### src/design/pom_pkg.sv
package pom_pkg;

    // Width of the rising-edge counter and of the window register
    localparam int CNT_WIDTH = 32;
    localparam int CFG_WIDTH = 32;

    localparam logic [CFG_WIDTH-1:0] WINDOW_RESET = CFG_WIDTH'(10000000);

    // What the back end does with one queued item
    typedef enum logic [1:0] {
        OP_KEEP = 2'd0,
        OP_RISE = 2'd1,
        OP_FALL = 2'd2
    } op_kind_t;

    localparam int OP_WIDTH = $bits(op_kind_t);

endpackage

### src/design/pom_front.sv
module pom_front
    import pom_pkg::*;
#(
    parameter int TIME_WIDTH = 32
)
(
    input  logic                  clk,
    input  logic                  rst_n,
    input  logic                  in_valid,
    output logic                  in_stall,
    input  logic                  pin_level,
    input  logic [TIME_WIDTH-1:0] timestamp_us,
    input  logic                  q_full,
    output logic                  q_push,
    output op_kind_t              q_kind,
    output logic [TIME_WIDTH-1:0] q_dt
);

    logic                  started_reg;
    logic                  started_next;
    logic                  line_level_reg;
    logic                  line_level_next;
    logic [TIME_WIDTH-1:0] last_change_reg;
    logic [TIME_WIDTH-1:0] last_change_next;
    logic                  accept;
    logic                  changed;

    assign in_stall = q_full;
    assign accept   = in_valid & ~q_full;
    assign q_push   = accept;
    assign changed  = started_reg & (pin_level != line_level_reg);

    // Elapsed time wraps with the timestamp
    assign q_dt = timestamp_us - last_change_reg;

    always_comb
    begin
        if (changed)
        begin
            q_kind = pin_level ? OP_RISE : OP_FALL;
        end
        else
        begin
            q_kind = OP_KEEP;
        end
    end

    always_comb
    begin
        started_next     = started_reg;
        line_level_next  = line_level_reg;
        last_change_next = last_change_reg;
        if (accept && (!started_reg || changed))
        begin
            started_next     = 1'b1;
            line_level_next  = pin_level;
            last_change_next = timestamp_us;
        end
    end

    always_ff @(posedge clk or negedge rst_n)
    begin
        if (!rst_n)
        begin
            started_reg     <= 1'b0;
            line_level_reg  <= 1'b0;
            last_change_reg <= '0;
        end
        else
        begin
            started_reg     <= started_next;
            line_level_reg  <= line_level_next;
            last_change_reg <= last_change_next;
        end
    end

endmodule

### src/design/pom_queue.sv
module pom_queue
#(
    parameter int WIDTH = 34,
    parameter int DEPTH = 4
)
(
    input  logic             clk,
    input  logic             rst_n,
    input  logic             push,
    input  logic [WIDTH-1:0] push_data,
    output logic             full,
    input  logic             pop,
    output logic [WIDTH-1:0] pop_data,
    output logic             empty
);

    localparam int AW = (DEPTH > 1) ? $clog2(DEPTH) : 1;

    logic [WIDTH-1:0] entry_reg [DEPTH];
    logic [AW:0]      wr_ptr_reg;
    logic [AW:0]      wr_ptr_next;
    logic [AW:0]      rd_ptr_reg;
    logic [AW:0]      rd_ptr_next;

    assign empty    = (wr_ptr_reg == rd_ptr_reg);
    assign full     = (wr_ptr_reg[AW-1:0] == rd_ptr_reg[AW-1:0])
                      && (wr_ptr_reg[AW] != rd_ptr_reg[AW]);
    assign pop_data = entry_reg[rd_ptr_reg[AW-1:0]];

    always_comb
    begin
        wr_ptr_next = wr_ptr_reg;
        rd_ptr_next = rd_ptr_reg;
        if (push && !full)
        begin
            wr_ptr_next = wr_ptr_reg + 1'b1;
        end
        if (pop && !empty)
        begin
            rd_ptr_next = rd_ptr_reg + 1'b1;
        end
    end

    always_ff @(posedge clk)
    begin
        if (push && !full)
        begin
            entry_reg[wr_ptr_reg[AW-1:0]] <= push_data;
        end
    end

    always_ff @(posedge clk or negedge rst_n)
    begin
        if (!rst_n)
        begin
            wr_ptr_reg <= '0;
            rd_ptr_reg <= '0;
        end
        else
        begin
            wr_ptr_reg <= wr_ptr_next;
            rd_ptr_reg <= rd_ptr_next;
        end
    end

endmodule

### src/design/pom_back.sv
module pom_back
    import pom_pkg::*;
#(
    parameter int TIME_WIDTH    = 32,
    parameter int ACCUM_WIDTH   = 48,
    parameter int FRACTION_BITS = 16
)
(
    input  logic                     clk,
    input  logic                     rst_n,
    input  logic                     cfg_we,
    input  logic [CFG_WIDTH-1:0]     cfg_wdata,
    input  logic                     q_empty,
    output logic                     q_pop,
    input  op_kind_t                 q_kind,
    input  logic [TIME_WIDTH-1:0]    q_dt,
    output logic                     out_valid,
    input  logic                     out_stall,
    output logic                     window_done,
    output logic [ACCUM_WIDTH-1:0]   total_time,
    output logic [ACCUM_WIDTH-1:0]   high_time,
    output logic [ACCUM_WIDTH-1:0]   low_time,
    output logic [CNT_WIDTH-1:0]     pulse_count,
    output logic [FRACTION_BITS-1:0] occupancy
);

    localparam int SUM_W = ((TIME_WIDTH > ACCUM_WIDTH) ? TIME_WIDTH : ACCUM_WIDTH) + 1;
    localparam int CW    = $clog2(FRACTION_BITS + 1);

    localparam logic [SUM_W-1:0] ACC_MAX = SUM_W'({ACCUM_WIDTH{1'b1}});

    typedef enum logic [2:0] {
        S_IDLE  = 3'b001,
        S_CHECK = 3'b010,
        S_DIV   = 3'b100
    } back_state_t;

    back_state_t              state_reg,        state_next;
    op_kind_t                 kind_reg,         kind_next;
    logic [CFG_WIDTH-1:0]     window_reg,       window_next;
    logic [ACCUM_WIDTH-1:0]   total_accum_reg,  total_accum_next;
    logic [ACCUM_WIDTH-1:0]   high_accum_reg,   high_accum_next;
    logic [ACCUM_WIDTH-1:0]   low_accum_reg,    low_accum_next;
    logic [CNT_WIDTH-1:0]     edge_accum_reg,   edge_accum_next;
    logic [ACCUM_WIDTH-1:0]   held_total_reg,   held_total_next;
    logic [ACCUM_WIDTH-1:0]   held_high_reg,    held_high_next;
    logic [ACCUM_WIDTH-1:0]   held_low_reg,     held_low_next;
    logic [CNT_WIDTH-1:0]     held_count_reg,   held_count_next;
    logic [FRACTION_BITS-1:0] held_occ_reg,     held_occ_next;
    logic [ACCUM_WIDTH-1:0]   div_rem_reg,      div_rem_next;
    logic [CW-1:0]            div_cnt_reg,      div_cnt_next;
    logic                     out_valid_reg,    out_valid_next;
    logic                     done_reg,         done_next;

    logic [SUM_W-1:0]         dt_ext;
    logic [SUM_W-1:0]         total_sum;
    logic [SUM_W-1:0]         high_sum;
    logic [SUM_W-1:0]         low_sum;
    logic [ACCUM_WIDTH-1:0]   total_sat;
    logic [ACCUM_WIDTH-1:0]   high_sat;
    logic [ACCUM_WIDTH-1:0]   low_sat;
    logic                     window_full;
    logic                     closing;
    logic [ACCUM_WIDTH:0]     rem_dbl;
    logic [ACCUM_WIDTH:0]     rem_sub;
    logic                     rem_ge;
    logic                     out_free;

    assign out_free = !out_valid_reg || !out_stall;
    assign q_pop    = (state_reg == S_IDLE) && !q_empty && out_free;

    // Saturating accumulate of the elapsed time
    assign dt_ext    = SUM_W'(q_dt);
    assign total_sum = SUM_W'(total_accum_reg) + dt_ext;
    assign high_sum  = SUM_W'(high_accum_reg) + dt_ext;
    assign low_sum   = SUM_W'(low_accum_reg) + dt_ext;
    assign total_sat = (total_sum > ACC_MAX) ? '1 : total_sum[ACCUM_WIDTH-1:0];
    assign high_sat  = (high_sum > ACC_MAX) ? '1 : high_sum[ACCUM_WIDTH-1:0];
    assign low_sat   = (low_sum > ACC_MAX) ? '1 : low_sum[ACCUM_WIDTH-1:0];

    assign window_full = (total_accum_reg >= ACCUM_WIDTH'(window_reg));
    assign closing     = (kind_reg != OP_KEEP) && window_full;

    // One quotient bit per cycle: compare twice the remainder with the total
    assign rem_dbl = {div_rem_reg, 1'b0};
    assign rem_sub = rem_dbl - {1'b0, held_total_reg};
    assign rem_ge  = (rem_dbl >= {1'b0, held_total_reg});

    always_comb
    begin
        state_next       = state_reg;
        kind_next        = kind_reg;
        window_next      = window_reg;
        total_accum_next = total_accum_reg;
        high_accum_next  = high_accum_reg;
        low_accum_next   = low_accum_reg;
        edge_accum_next  = edge_accum_reg;
        held_total_next  = held_total_reg;
        held_high_next   = held_high_reg;
        held_low_next    = held_low_reg;
        held_count_next  = held_count_reg;
        held_occ_next    = held_occ_reg;
        div_rem_next     = div_rem_reg;
        div_cnt_next     = div_cnt_reg;
        out_valid_next   = out_valid_reg;
        done_next        = done_reg;

        if (cfg_we)
        begin
            window_next = cfg_wdata;
        end

        if (out_valid_reg && !out_stall)
        begin
            out_valid_next = 1'b0;
        end

        case (state_reg)
            S_IDLE:
            begin
                if (q_pop)
                begin
                    kind_next  = q_kind;
                    state_next = S_CHECK;
                    case (q_kind)
                        OP_RISE:
                        begin
                            total_accum_next = total_sat;
                            high_accum_next  = high_sat;
                            if (edge_accum_reg != '1)
                            begin
                                edge_accum_next = edge_accum_reg + 1'b1;
                            end
                        end
                        OP_FALL:
                        begin
                            total_accum_next = total_sat;
                            low_accum_next   = low_sat;
                        end
                        default:
                        begin
                            total_accum_next = total_accum_reg;
                        end
                    endcase
                end
            end
            S_CHECK:
            begin
                done_next = closing;
                if (closing)
                begin
                    held_total_next  = total_accum_reg;
                    held_high_next   = high_accum_reg;
                    held_low_next    = low_accum_reg;
                    held_count_next  = edge_accum_reg;
                    total_accum_next = '0;
                    high_accum_next  = '0;
                    low_accum_next   = '0;
                    edge_accum_next  = '0;
                    div_rem_next     = low_accum_reg;
                    div_cnt_next     = CW'(FRACTION_BITS);
                    if (total_accum_reg == '0)
                    begin
                        held_occ_next  = '0;
                        out_valid_next = 1'b1;
                        state_next     = S_IDLE;
                    end
                    else if (low_accum_reg >= total_accum_reg)
                    begin
                        held_occ_next  = '1;
                        out_valid_next = 1'b1;
                        state_next     = S_IDLE;
                    end
                    else
                    begin
                        held_occ_next = '0;
                        state_next    = S_DIV;
                    end
                end
                else
                begin
                    out_valid_next = 1'b1;
                    state_next     = S_IDLE;
                end
            end
            S_DIV:
            begin
                // Shift the quotient straight into the held occupancy
                held_occ_next = {held_occ_reg[FRACTION_BITS-2:0], rem_ge};
                div_rem_next  = rem_ge ? rem_sub[ACCUM_WIDTH-1:0]
                                       : rem_dbl[ACCUM_WIDTH-1:0];
                div_cnt_next  = div_cnt_reg - 1'b1;
                if (div_cnt_reg == CW'(1))
                begin
                    out_valid_next = 1'b1;
                    state_next     = S_IDLE;
                end
            end
            default:
            begin
                state_next = S_IDLE;
            end
        endcase
    end

    always_ff @(posedge clk or negedge rst_n)
    begin
        if (!rst_n)
        begin
            state_reg       <= S_IDLE;
            kind_reg        <= OP_KEEP;
            window_reg      <= WINDOW_RESET;
            total_accum_reg <= '0;
            high_accum_reg  <= '0;
            low_accum_reg   <= '0;
            edge_accum_reg  <= '0;
            held_total_reg  <= '0;
            held_high_reg   <= '0;
            held_low_reg    <= '0;
            held_count_reg  <= '0;
            held_occ_reg    <= '0;
            div_cnt_reg     <= '0;
            out_valid_reg   <= 1'b0;
            done_reg        <= 1'b0;
        end
        else
        begin
            state_reg       <= state_next;
            kind_reg        <= kind_next;
            window_reg      <= window_next;
            total_accum_reg <= total_accum_next;
            high_accum_reg  <= high_accum_next;
            low_accum_reg   <= low_accum_next;
            edge_accum_reg  <= edge_accum_next;
            held_total_reg  <= held_total_next;
            held_high_reg   <= held_high_next;
            held_low_reg    <= held_low_next;
            held_count_reg  <= held_count_next;
            held_occ_reg    <= held_occ_next;
            div_cnt_reg     <= div_cnt_next;
            out_valid_reg   <= out_valid_next;
            done_reg        <= done_next;
        end
    end

    always_ff @(posedge clk)
    begin
        div_rem_reg <= div_rem_next;
    end

    assign out_valid   = out_valid_reg;
    assign window_done = done_reg;
    assign total_time  = held_total_reg;
    assign high_time   = held_high_reg;
    assign low_time    = held_low_reg;
    assign pulse_count = held_count_reg;
    assign occupancy   = held_occ_reg;

    a_low_within_total: assert property (@(posedge clk) disable iff (!rst_n)
        out_valid_reg |-> (held_low_reg <= held_total_reg))
        else $error("held low time exceeds held total time");

    a_no_result_while_dividing: assert property (@(posedge clk) disable iff (!rst_n)
        (state_reg == S_DIV) |-> !out_valid_reg)
        else $error("result shown while occupancy is still being divided");

    a_close_clears_accums: assert property (@(posedge clk) disable iff (!rst_n)
        ((state_reg == S_CHECK) && closing) |=> (total_accum_reg == '0)
                                                && (edge_accum_reg == '0))
        else $error("accumulators not cleared after window close");

    a_pop_needs_free_output: assert property (@(posedge clk) disable iff (!rst_n)
        q_pop |-> !(out_valid_reg && out_stall))
        else $error("item popped while a stalled result is pending");

    a_done_meets_window: assert property (@(posedge clk) disable iff (!rst_n)
        (out_valid_reg && done_reg) |-> (held_total_reg >= ACCUM_WIDTH'(window_reg)))
        else $error("window closed below its length");

endmodule

### src/design/pulse_occupancy_meter.sv
// Channel   Handshake           Payload
// input     in_valid/in_stall   pin_level, timestamp_us
// output    out_valid/out_stall window_done, total_time, high_time, low_time,
//                               pulse_count, occupancy
// config    cfg_we              cfg_wdata (window_length)
//
// An item that does not close a window passes S_IDLE and S_CHECK in the back
// end after it leaves the 4-entry queue; so does one that closes a window with
// zero total or all-low time. Any other close also passes S_DIV, where the
// one-bit-per-cycle occupancy divider produces the FRACTION_BITS quotient bits.
// The front end takes one item per cycle until the queue fills.
// Reset clears all accumulators and held results; the window returns to 10000000.
// in_stall is high while the queue is full; a stalled result holds the back end.
module pulse_occupancy_meter
    import pom_pkg::*;
#(
    parameter int TIME_WIDTH    = 32,
    parameter int ACCUM_WIDTH   = 48,
    parameter int FRACTION_BITS = 16
)
(
    input  logic                     clk,
    input  logic                     rst_n,
    input  logic                     cfg_we,
    input  logic [CFG_WIDTH-1:0]     cfg_wdata,
    input  logic                     in_valid,
    output logic                     in_stall,
    input  logic                     pin_level,
    input  logic [TIME_WIDTH-1:0]    timestamp_us,
    output logic                     out_valid,
    input  logic                     out_stall,
    output logic                     window_done,
    output logic [ACCUM_WIDTH-1:0]   total_time,
    output logic [ACCUM_WIDTH-1:0]   high_time,
    output logic [ACCUM_WIDTH-1:0]   low_time,
    output logic [CNT_WIDTH-1:0]     pulse_count,
    output logic [FRACTION_BITS-1:0] occupancy
);

    localparam int Q_WIDTH = OP_WIDTH + TIME_WIDTH;
    localparam int Q_DEPTH = 4;

    logic                  q_full;
    logic                  q_empty;
    logic                  q_push;
    logic                  q_pop;
    op_kind_t              push_kind;
    logic [TIME_WIDTH-1:0] push_dt;
    logic [Q_WIDTH-1:0]    pop_data;
    op_kind_t              pop_kind;
    logic [TIME_WIDTH-1:0] pop_dt;

    pom_front #(
        .TIME_WIDTH (TIME_WIDTH)
    ) u_front (
        .clk          (clk),
        .rst_n        (rst_n),
        .in_valid     (in_valid),
        .in_stall     (in_stall),
        .pin_level    (pin_level),
        .timestamp_us (timestamp_us),
        .q_full       (q_full),
        .q_push       (q_push),
        .q_kind       (push_kind),
        .q_dt         (push_dt)
    );

    pom_queue #(
        .WIDTH (Q_WIDTH),
        .DEPTH (Q_DEPTH)
    ) u_queue (
        .clk       (clk),
        .rst_n     (rst_n),
        .push      (q_push),
        .push_data ({push_kind, push_dt}),
        .full      (q_full),
        .pop       (q_pop),
        .pop_data  (pop_data),
        .empty     (q_empty)
    );

    assign pop_kind = op_kind_t'(pop_data[Q_WIDTH-1:TIME_WIDTH]);
    assign pop_dt   = pop_data[TIME_WIDTH-1:0];

    pom_back #(
        .TIME_WIDTH    (TIME_WIDTH),
        .ACCUM_WIDTH   (ACCUM_WIDTH),
        .FRACTION_BITS (FRACTION_BITS)
    ) u_back (
        .clk         (clk),
        .rst_n       (rst_n),
        .cfg_we      (cfg_we),
        .cfg_wdata   (cfg_wdata),
        .q_empty     (q_empty),
        .q_pop       (q_pop),
        .q_kind      (pop_kind),
        .q_dt        (pop_dt),
        .out_valid   (out_valid),
        .out_stall   (out_stall),
        .window_done (window_done),
        .total_time  (total_time),
        .high_time   (high_time),
        .low_time    (low_time),
        .pulse_count (pulse_count),
        .occupancy   (occupancy)
    );

endmodule

### config.mk
export PLATFORM = sky130hd
export DESIGN_NAME = pulse_occupancy_meter
export DESIGN_NICKNAME = d
export VERILOG_FILES = /design/src/design/pom_pkg.sv /design/src/design/pom_front.sv /design/src/design/pom_queue.sv /design/src/design/pom_back.sv /design/src/design/pulse_occupancy_meter.sv
export SDC_FILE = /design/constraint.sdc
export NUM_CORES = 1
export LEC_CHECK = 0
export ABC_AREA = 1
export BUFFER_PORTS_ARGS = -buffer_cell sky130_fd_sc_hd__buf_2
export CAP_MARGIN = 20
export CORE_MARGIN = 2
export CORE_UTILIZATION = 50
export DETAILED_ROUTE_END_ITERATION = 6
export GPL_ROUTABILITY_DRIVEN = 0
export PLACE_DENSITY_LB_ADDON = 0.25
export SYNTH_ARGS = -nofsm -noshare
export SYNTH_HDL_FRONTEND = slang
export SYNTH_SLANG_ARGS = --single-unit
export TNS_END_PERCENT = 50
### constraint.sdc
create_clock -name clk -period 6.8 [get_ports clk]
set_clock_uncertainty 0.2 [all_clocks]
set_input_delay 0.34 -clock clk [delete_from_list [all_inputs] [get_ports clk]]
set_output_delay 0.34 -clock clk [all_outputs]
set_load 0.01 [all_outputs]
### Word-level counts from Yosys, hierarchy flattened

Memory sizes are Yosys's and may differ from the RTL's.
Cells that the tools add are included.
Widths: inputs -> output; s select.

* bits in writable memories: 136
* register bits: 500
* input bits: 70
* memories: 1
* output and inout bits: 195

* reductions and logical operators: 28
* $add $sub $neg: 9
* muxes and demuxes: 43
* bitwise gates (word level): 3
* $lt $le $gt $ge: 6
* equality and inequality tests: 18

Memory list
* u_queue.entry_reg: words 4, bits a word 34, rd ports 1, clocked after Yosys merged registers in 0, wr ports 1, RTL line pom_queue.sv:19 `logic [WIDTH-1:0] entry_reg [DEPTH];`

Operators with widths (number)
* $mux 48: 12
* $pmux 48 s2: 4
* $add 48x32->49: 3
* $gt 49x48->1 const B: 3
* $mux 32: 4
* $pmux 32 s2: 1
* $ge 49x48->1: 1
* $ge 48x32->1: 1
* $ge 48x48->1: 1
* $logic_not 48->1: 1
* $mux 16: 3
* $sub 48x48->48: 1
* $add 32x1->32 const B: 1
* $ne 32x32->1 const B: 1
* $pmux 16 s2: 1
* $sub 32x32->32: 1
* $mux 3: 5
* $reduce_and 4->1: 3
* $ne 2x2->1 const B: 5
* $pmux 5 s2: 1
* $pmux 3 s3: 1
* $logic_and 1x1->1: 8
* $reduce_and 2->1: 4
* $mux 1: 7
* 22 further kinds: 34

### Logic depth before layout (Yosys ltp)

Gate-level depths: netlist (run 1).

* depth after elaboration: 7
* depth in mapped cells: 22
* mapped depth without buffers: 21

### By module

From an unflattened synthesis (run 1), not the netlist that was laid out.

* cell total of the unflattened synthesis: 6266
* area, all modules: 43730.7 um^2

Modules (own cells, without submodules)
* pom_back: area each 34503.1 um^2, cells an instance 5223, instances 1, sequential area each 11762.5 um^2
* pom_queue: area each 5500.3 um^2, cells an instance 391, instances 1, sequential area each 4234.1 um^2
* pom_front: area each 3727.3 um^2, cells an instance 652, instances 1, sequential area each 850.8 um^2

### Least setup slack after synthesis (run 1)

OpenSTA, ideal clock, no wires.

* path type: register to register
* from: register u_queue.rd_ptr_reg[0]
* to: register u_back.total_accum_reg[7]
* setup time: 66 ps
* stages on the path, launching flop included: 21
* buffers on the path: 2
* clock period less this slack: 3325 ps
* arrival: 3059 ps
* required time: 6534 ps
* path slack: 3475 ps
* cell sequence: dfrtp_1 > inv_2 > clkbuf_1 > nand2_1 > a32oi_1 > inv_1 > fa_1 > inv_1 > nand3_1 > nand2_1 > nand3_1 > nand2_1 > nand3_1 > nand2_1 > nand2_1 > nand2_1 > nand2_2 > inv_1 > clkbuf_1 > o21ai_0 > nand2_1

* word-level cells in the longest chain between the ends: 7

Ends and longest elaborated chain
* start, declared: RTL line pom_queue.sv:22 `logic [AW:0] rd_ptr_reg;`
* start signal, assigned: RTL line pom_queue.sv:62 `rd_ptr_reg <= rd_ptr_next;`
* $mem_v2 4x34
* $add 48x32->49: RTL line pom_back.sv:74 `assign total_sum = SUM_W'(total_accum_reg) + dt_ext;`
* $gt 49x48->1: RTL line pom_back.sv:77 `assign total_sat = (total_sum > ACC_MAX) ? '1 : total_sum[ACCUM_WIDTH-1:0];`
* $mux 48: RTL line pom_back.sv:77
* $mux 48: RTL line pom_back.sv:125 `case (q_kind)`
* $mux 48: RTL line pom_back.sv:121 `if (q_pop)`
* $pmux 48 s2: RTL line pom_back.sv:118 `case (state_reg)`
* end signal, assigned: RTL line pom_back.sv:231 `total_accum_reg <= total_accum_next;`
* end, declared: RTL line pom_back.sv:41 `logic [ACCUM_WIDTH-1:0] total_accum_reg, total_accum_next;`

Several ways; a longest one is shown, not always the timed one. The select of a mux whose other input is x is not followed.
A chain may end at the register's enable or synchronous reset.

### Final worst setup path (run 1)

* from: register u_queue.rd_ptr_reg[0]
* to: register u_back.low_accum_reg[30]

* word-level cells in the longest chain between the ends: 7

Ends and longest elaborated chain
* $mem_v2 4x34
* $add 48x32->49: RTL line pom_back.sv:76 `assign low_sum = SUM_W'(low_accum_reg) + dt_ext;`
* $gt 49x48->1: RTL line pom_back.sv:79 `assign low_sat = (low_sum > ACC_MAX) ? '1 : low_sum[ACCUM_WIDTH-1:0];`
* $mux 48: RTL line pom_back.sv:79
* $mux 48: RTL line pom_back.sv:125
* $mux 48: RTL line pom_back.sv:121
* $pmux 48 s2: RTL line pom_back.sv:118
* end signal, assigned: RTL line pom_back.sv:233 `low_accum_reg <= low_accum_next;`
* end, declared: RTL line pom_back.sv:43 `logic [ACCUM_WIDTH-1:0] low_accum_reg, low_accum_next;`

Several ways; a longest one is shown, not always the timed one. The select of a mux whose other input is x is not followed.

==> impl_results.md, run 1 <==
- Status: completed
- Cells after synthesis: between 6k and 7k
- Tmin final: between 5000 and 6000 ps
- Postcts setup bufs: 0
- Crit path capture type: flip-flop
- Vias per cell: approximately 5.6
- Core footprint: between 80000 and 90000 um^2
- Max-Cap Viols: 0
- Total track usage: about a third
- Share of total power in the clock network: 17.5%
- Gates resized, CTS repair: 0
- Flop pwr share: between 20% and 30%
- Area taken by multi-input logic gates: 22290 um^2
- DR pass1 iterations: 7
- Synth-to-layout area growth: 12.80%
- Post-synthesis simple-gate area fraction: 30.49%
- Largest family of logic cells by synthesized area: simple AND/OR/NAND/NOR gates
- Post-synthesis mux area share: 0.05281%
- Synth Net Count: approximately 6.3k
- Most common cell in the netlist: nand2_1
- Num ports: around 270
- Fin. Hold Viols: 0
- Worst-path clk slew: ~60 ps
- Clock sink count: between 600 and 700
- Root Buffer: clkbuf_16
- Routed Antenna Nets: 0
- Adder-cell share of the synthesized area: ~8%
- Worst Max-Slew Pin Slew: between 1000 and 1500 ps
- Initial Util: 50.24%
- Post-Route Setup TNS: 0 ps
- Port bufs: about 260
- Slew HR: between 10% and 20%
- Mapped Area: roughly 43000 um^2
- Max VDD drop: 0.0003028 V
- Netlist cell types: between 50 and 60
- Synthesis warning total: 0
- Async set-or-reset flop fraction in the synthesized netlist: just over 70%
- FMAX: around 0.19 GHz
- Sw Pwr: approximately 0.011 W
- Cts bufs inserted: between 70 and 80
- Largest net degree at the start of global routing: approximately 160
- Crit path max fanout: 60
- Combinational power share: between 50% and 60%
- First-pass GRT wire length: 220400 um
- Number of synthesized flops with an enable pin: ~180
- Via count: 41.72k
- Compound-Gate Fraction of Synth Area: 10.62%
- Setup violators final: 0
- Worst Hold Class: input pin to async pin
- Sw Share: about 50%
- Max reg flops: 136
- Initial drt markers: around 4.5k
- N_diodes: 0
- Yosys top cell area share: between 20 and 30%
- CTS tree: done
- Synthesized flop and latch total: between 600 and 700
- Seq/Total Area, Yosys: between 30% and 40%
- Lkg Pwr: 24.73 nW
- Int Pwr: around 0.011 W
- Die area: just under 90000 um^2
- Synth cell count leaders: nand2_1, inv_1, nor2_1, dfrtp_1, o21ai_0
- Max H-tree Level: 3
- Row cnt: between 100 and 150
- Grt total ovfl: 0
- Final period utilization: between 70 and 80%
- Die Width: a little under 300 um
- Crit path kind: flip-flop to flip-flop
- DP HPWL: between 100000 and 150000 um
- DIE HEIGHT: between 200 and 300 um
- Per-cell routed wire length: about 19 um
- Post-synth top area cell: dfrtp_1
- Skew-Pair Late Insertion Delay: around 650 ps
- Final slew viol count: 0
- Area contributors post-synth: dfrtp_1, nand2_1, edfxtp_1, ha_1, inv_1
- Final nets: 6623
- Max clock buf depth: 3
- Initial antenna violation count: 1
- Fillcell total: roughly 8.1k
- Ys flop type: dfrtp_1
- Post-place setup slack: roughly 1900 ps
- Post-synthesis xor/xnor area fraction: between 2 and 3%
- Vias in the first global route: roughly 40k
- Share of layout cells above drive strength 1: between 7 and 8%
- Total wire length: 144100 um
- RSZ-0062 raised after global routing: false
- Mean Syn Cell Area: a little over 7 um^2
- WP data arrival: roughly 5500 ps
- Fin worst setup slack: between 1500 and 2000 ps
- Reg area: about 17000 um^2
- # DRC: 0
- Worst EP required: around 7100 ps
- Power per Cell Area: about 480 nW/um^2
- CP startpoint kind: flip-flop
-- placed cells by master, fill, tap and decap left out, types with 22 or more instances in the layout --
cell type	instances
xnor2_1	66
o22ai_1	34
nor2_1	507
edfxtp_1	184
xor2_1	80
dfrtp_1	442
buf_4	36
or2_2	22
buf_2	263
ha_1	265
nor3_1	60
nand4_1	133
inv_1	727
a21o_1	24
nand3_1	284
o21ai_0	430
clkbuf_16	75
dlygate4sd3_1	68
nand2_1	2119
a21oi_1	296
-- worst max-delay path, stage by stage (launching register included) --
cell and delay [ps]:
dfrtp_2 570, inv_2 770, o21ai_0 210, o22ai_1 870, ha_1 440, a21oi_1 210
o21ai_0 140, inv_1 80, nand2_1 70, inv_1 60, nand2_1 80, nand2_1 70
nand2_1 90, nand2_1 750, o21ai_0 210, nand2_1 120, nand2_1 60
-- per-stage QoR --
step | hold WS (ps) | util (%) | area, um^2 | total power [W] | std cells
finish | 34.37 | 56.67 | 48100 | 0.02288 | 7488
global route | 79.24 | 56.67 | 48100 | 0.02442 | 7488
CTS | 59.06 | 56.67 | 48100 | 0.02260 | 7488
detailed placement | 139.3 | 53.01 | 44990 | 0.01848 | 7283
global placement | 134.6 | 52.99 | 44970 | 0.01830 | 7282
floorplan | -155.6 | - | 42640 | 0.01443 | 6001
-- cell families (layout without fill, tap and decap cells) --
logic type,after synthesis,in the layout
AO/OA/AOI/OAI,855,855
XOR/XNOR,146,146
adder cells (fa/ha/maj),270,270
buffers and inverters,900,1243
flip-flops,636,636
multiplexers,2,2
AND/OR/NAND/NOR,3192,3192
-- routing by layer --
layer | GRT usage, % | part of all wire, % | vias to the layer above
li1 | - | - | 19980
met1 | 42.68 | 40 | 19300
met2 | 51.43 | 44 | 1989
met3 | 5.404 | 9.2 | 449
met4 | 17.76 | 6.4 | 2
met5 | 0 | 0.0083 | -
-- power groups by stage --
stage | registers [W] | logic (W) | clock network (W)
detailed placement | 0.00617 | 0.0123 | 0
CTS | 0.00612 | 0.0124 | 0.00407
global route | 0.00620 | 0.0140 | 0.00422
global placement | 0.00616 | 0.0121 | 0
finish | 0.00615 | 0.0127 | 0.00401
floorplan | 0.00586 | 0.00857 | 0
-- final timing paths --
kind	cells past startpoint	slack [ps]	end	start
hold reg to reg	2	270	u_back.low_time[10]	u_back.low_time[10]
hold / removal	2	30	u_back.high_time[20]	rst_n
max in group asynchronous	3	5020	u_back.low_accum_reg[32]	rst_n
setup reg to reg	16	1660	u_back.low_accum_reg[30]	u_queue.rd_ptr_reg[0]
min in group clk	3	160	u_back.window_reg[10]	cfg_we
setup / recovery	16	1660	u_back.low_accum_reg[30]	u_queue.rd_ptr_reg[0]
-- layout make-up --
type	instances	area share (%)
Sequential cell	636	35.03
Inverter	735	5.735
Clock inverter	39	0.7829
Clock buffer	98	4.268
Timing Repair Buffer	371	4.869
Multi-Input combinational cell	4465	46.34
Tap cell	1144	2.976
-- timing repair --
| action | 4_1_cts | 5_1_grt |
|---|---|---|
| hold buffers | 68 | 0 |
| setup endpoints to repair | 0 | 0 |
| endpoints found under the hold margin | 133 | 0 |
Power figures use the tool's default switching activity.
==> inputs of run 2 (changes only) <==
clock period = 5.24 ns   (was 6.8 ns; I/O delays follow)
==> impl_results.md, run 2 (synthesis gave the netlist of run 1 again) <==
- Status: completed
- Initial Util: roughly half
- DR pass1 iterations: 6
- Root Buffer: clkbuf_16
- Cts bufs inserted: 74
- Via count: slightly above 40k
- Fin. Hold Viols: 0
- Vias in the first global route: 38.95k
- Total track usage: roughly a third
- Max-Cap Viols: 0
- # DRC: 0
- Skew-Pair Late Insertion Delay: between 600 and 700 ps
- CP max stage cell: o22ai_1
- Commonest non-fill, non-tap cell in the layout: nand2_1
- DIE HEIGHT: around 300 um
- Routed Antenna Nets: 0
- First-pass GRT wire length: about 220000 um
- Tmin final: 4438 ps
- Worst-path clk slew: 60 ps
- Setup violators final: 0
- Fillcell total: slightly above 8k
- Gates resized, CTS repair: 0
- Crit-path most repeated cell: nand2_1
- Clock sink count: between 600 and 700
- Synth-to-layout area growth: 12.94%
- Die area: slightly below 90000 um^2
- Lkg Pwr: ~25 nW
- Max reg flops: about 140
- Power per Cell Area: about 610 nW/um^2
- Max H-tree Level: 3
- Row cnt: 107
- WP buf/inv: 2
- Per-cell routed wire length: between 15 and 20 um
- FMAX: between 0.2 and 0.25 GHz
- Final design utilization: roughly 57%
- Hold_buf cts: 68
- Num ports: approximately 270
- Max clock buf depth: 3
- Worst Max-Slew Pin Slew: ~1100 ps
- Max VDD drop: 0.0003107 V
- Crit path kind: flip-flop to flip-flop
- Max incr delay on CP: 820 ps
- Most frequent cells in the layout: nand2_1, inv_1, nor2_1
- Final nets: between 6k and 7k
- Die Width: about 300 um
- Port bufs: 264
- CTS tree: done
- Top delay family on crit path: compound AO/OA/AOI/OAI gates
- Worst EP required: 5600 ps
- Grt total ovfl: 0
- Crit path capture type: flip-flop
- DP HPWL: 108000 um
- Vias per cell: about 5.5
- Final period utilization: between 80 and 90%
- WP data arrival: 4800 ps
- RSZ-0062 raised after global routing: false
- Initial drt markers: 4266
- Initial antenna violation count: 0
- Crit path max fanout: 62
- Post-Route Setup TNS: 0 ps
- Total wire length: around 140000 um
- Largest net degree at the start of global routing: roughly 120
- Slew HR: between 20% and 30%
- CP Cell Sequence: buf_4 > o21ai_0 > o22ai_1 > ha_1 > nand2_1 > o21ai_0 > a21oi_1 > nand2_1 > nand2_1 > nand2_1 > nand2_2 > inv_1 > o21ai_0 > nand2_1
- Core footprint: about 85000 um^2
- Share of layout cells above drive strength 1: under 10%
- CP startpoint kind: flip-flop
- Worst Hold Class: input pin to async pin
- Postcts setup bufs: 0
- Final slew viol count: 0
run 2: cell types whose count changed in the layout (fill, tap and decap cells not counted), moves of 2 or more:
cell       delta
clkbuf_8      -5
bufinv_16     -2
diode_2       +3
clkinv_1      +2
clkinv_8      -2
buf_4        +20
clkbuf_1      +4
buf_12        +2
run 2: final cells by class:
type	count	area, um^2	area share, %
Multi-Input combinational cell	4465	22290	46.29
Sequential cell	636	16850	34.98
Inverter	735	2759	5.728
Timing Repair Buffer	393	2532	5.258
Clock buffer	98	2024	4.203
Tap cell	1144	1431	2.972
Clock inverter	37	266.5	0.5533
Antenna cell	3	7.507	0.01559
run 2: final timing paths:
path | from | endpoint | slack, ps | cells past startpoint
max | u_queue.rd_ptr_reg[0] | u_back.total_accum_reg[22] | 800 | 14
min | rst_n | u_back.high_time[26] | 80 | 2
max reg2reg | u_queue.rd_ptr_reg[0] | u_back.total_accum_reg[22] | 800 | 14
min reg2reg | u_back.low_time[12] | u_back.low_time[12] | 270 | 2
max in group asynchronous | rst_n | u_back.low_accum_reg[22] | 3330 | 3
min in group clk | cfg_we | u_back.window_reg[7] | 120 | 3
run 2: per-stage QoR:
step	hold slack [ps]	worst slack (ps)	cells	area, um^2	power [W]
floorplan	-233.6	1915	6001	42640	0.01873
global placement	192.8	1105	7305	45180	0.02384
detailed placement	190.9	928.6	7305	45180	0.02407
CTS	91.95	917.6	7508	48150	0.02918
global route	159.5	576.1	7508	48150	0.03160
finish	78.70	802.3	7511	48160	0.02951
run 2: worst register-to-register path: stages (launching register included):
cell	delay, ps
dfrtp_2	450
buf_4	530
o21ai_0	250
o22ai_1	820
ha_1	310
nand2_1	100
o21ai_0	370
a21oi_1	80
nand2_1	120
nand2_1	60
nand2_1	110
nand2_2	60
inv_1	560
o21ai_0	240
nand2_1	110
run 2: power by group:
| part | total (W) | switching (W) | internal [W] |
|---|---|---|---|
| logic | 0.0166 | 0.0114 | 0.00520 |
| registers | 0.00791 | 0.00113 | 0.00677 |
| clock network | 0.00498 | 0.00219 | 0.00279 |
run 2: metal layers:
layer  track usage [%]  routed length [um]  vias to the layer above
met3             5.711               12540                      412
met5                 0                   0                        -
met1             42.31               58230                    19110
met2             50.53               62720                     1803
li1                  -                   -                    20020
met4             18.26                9202                        0
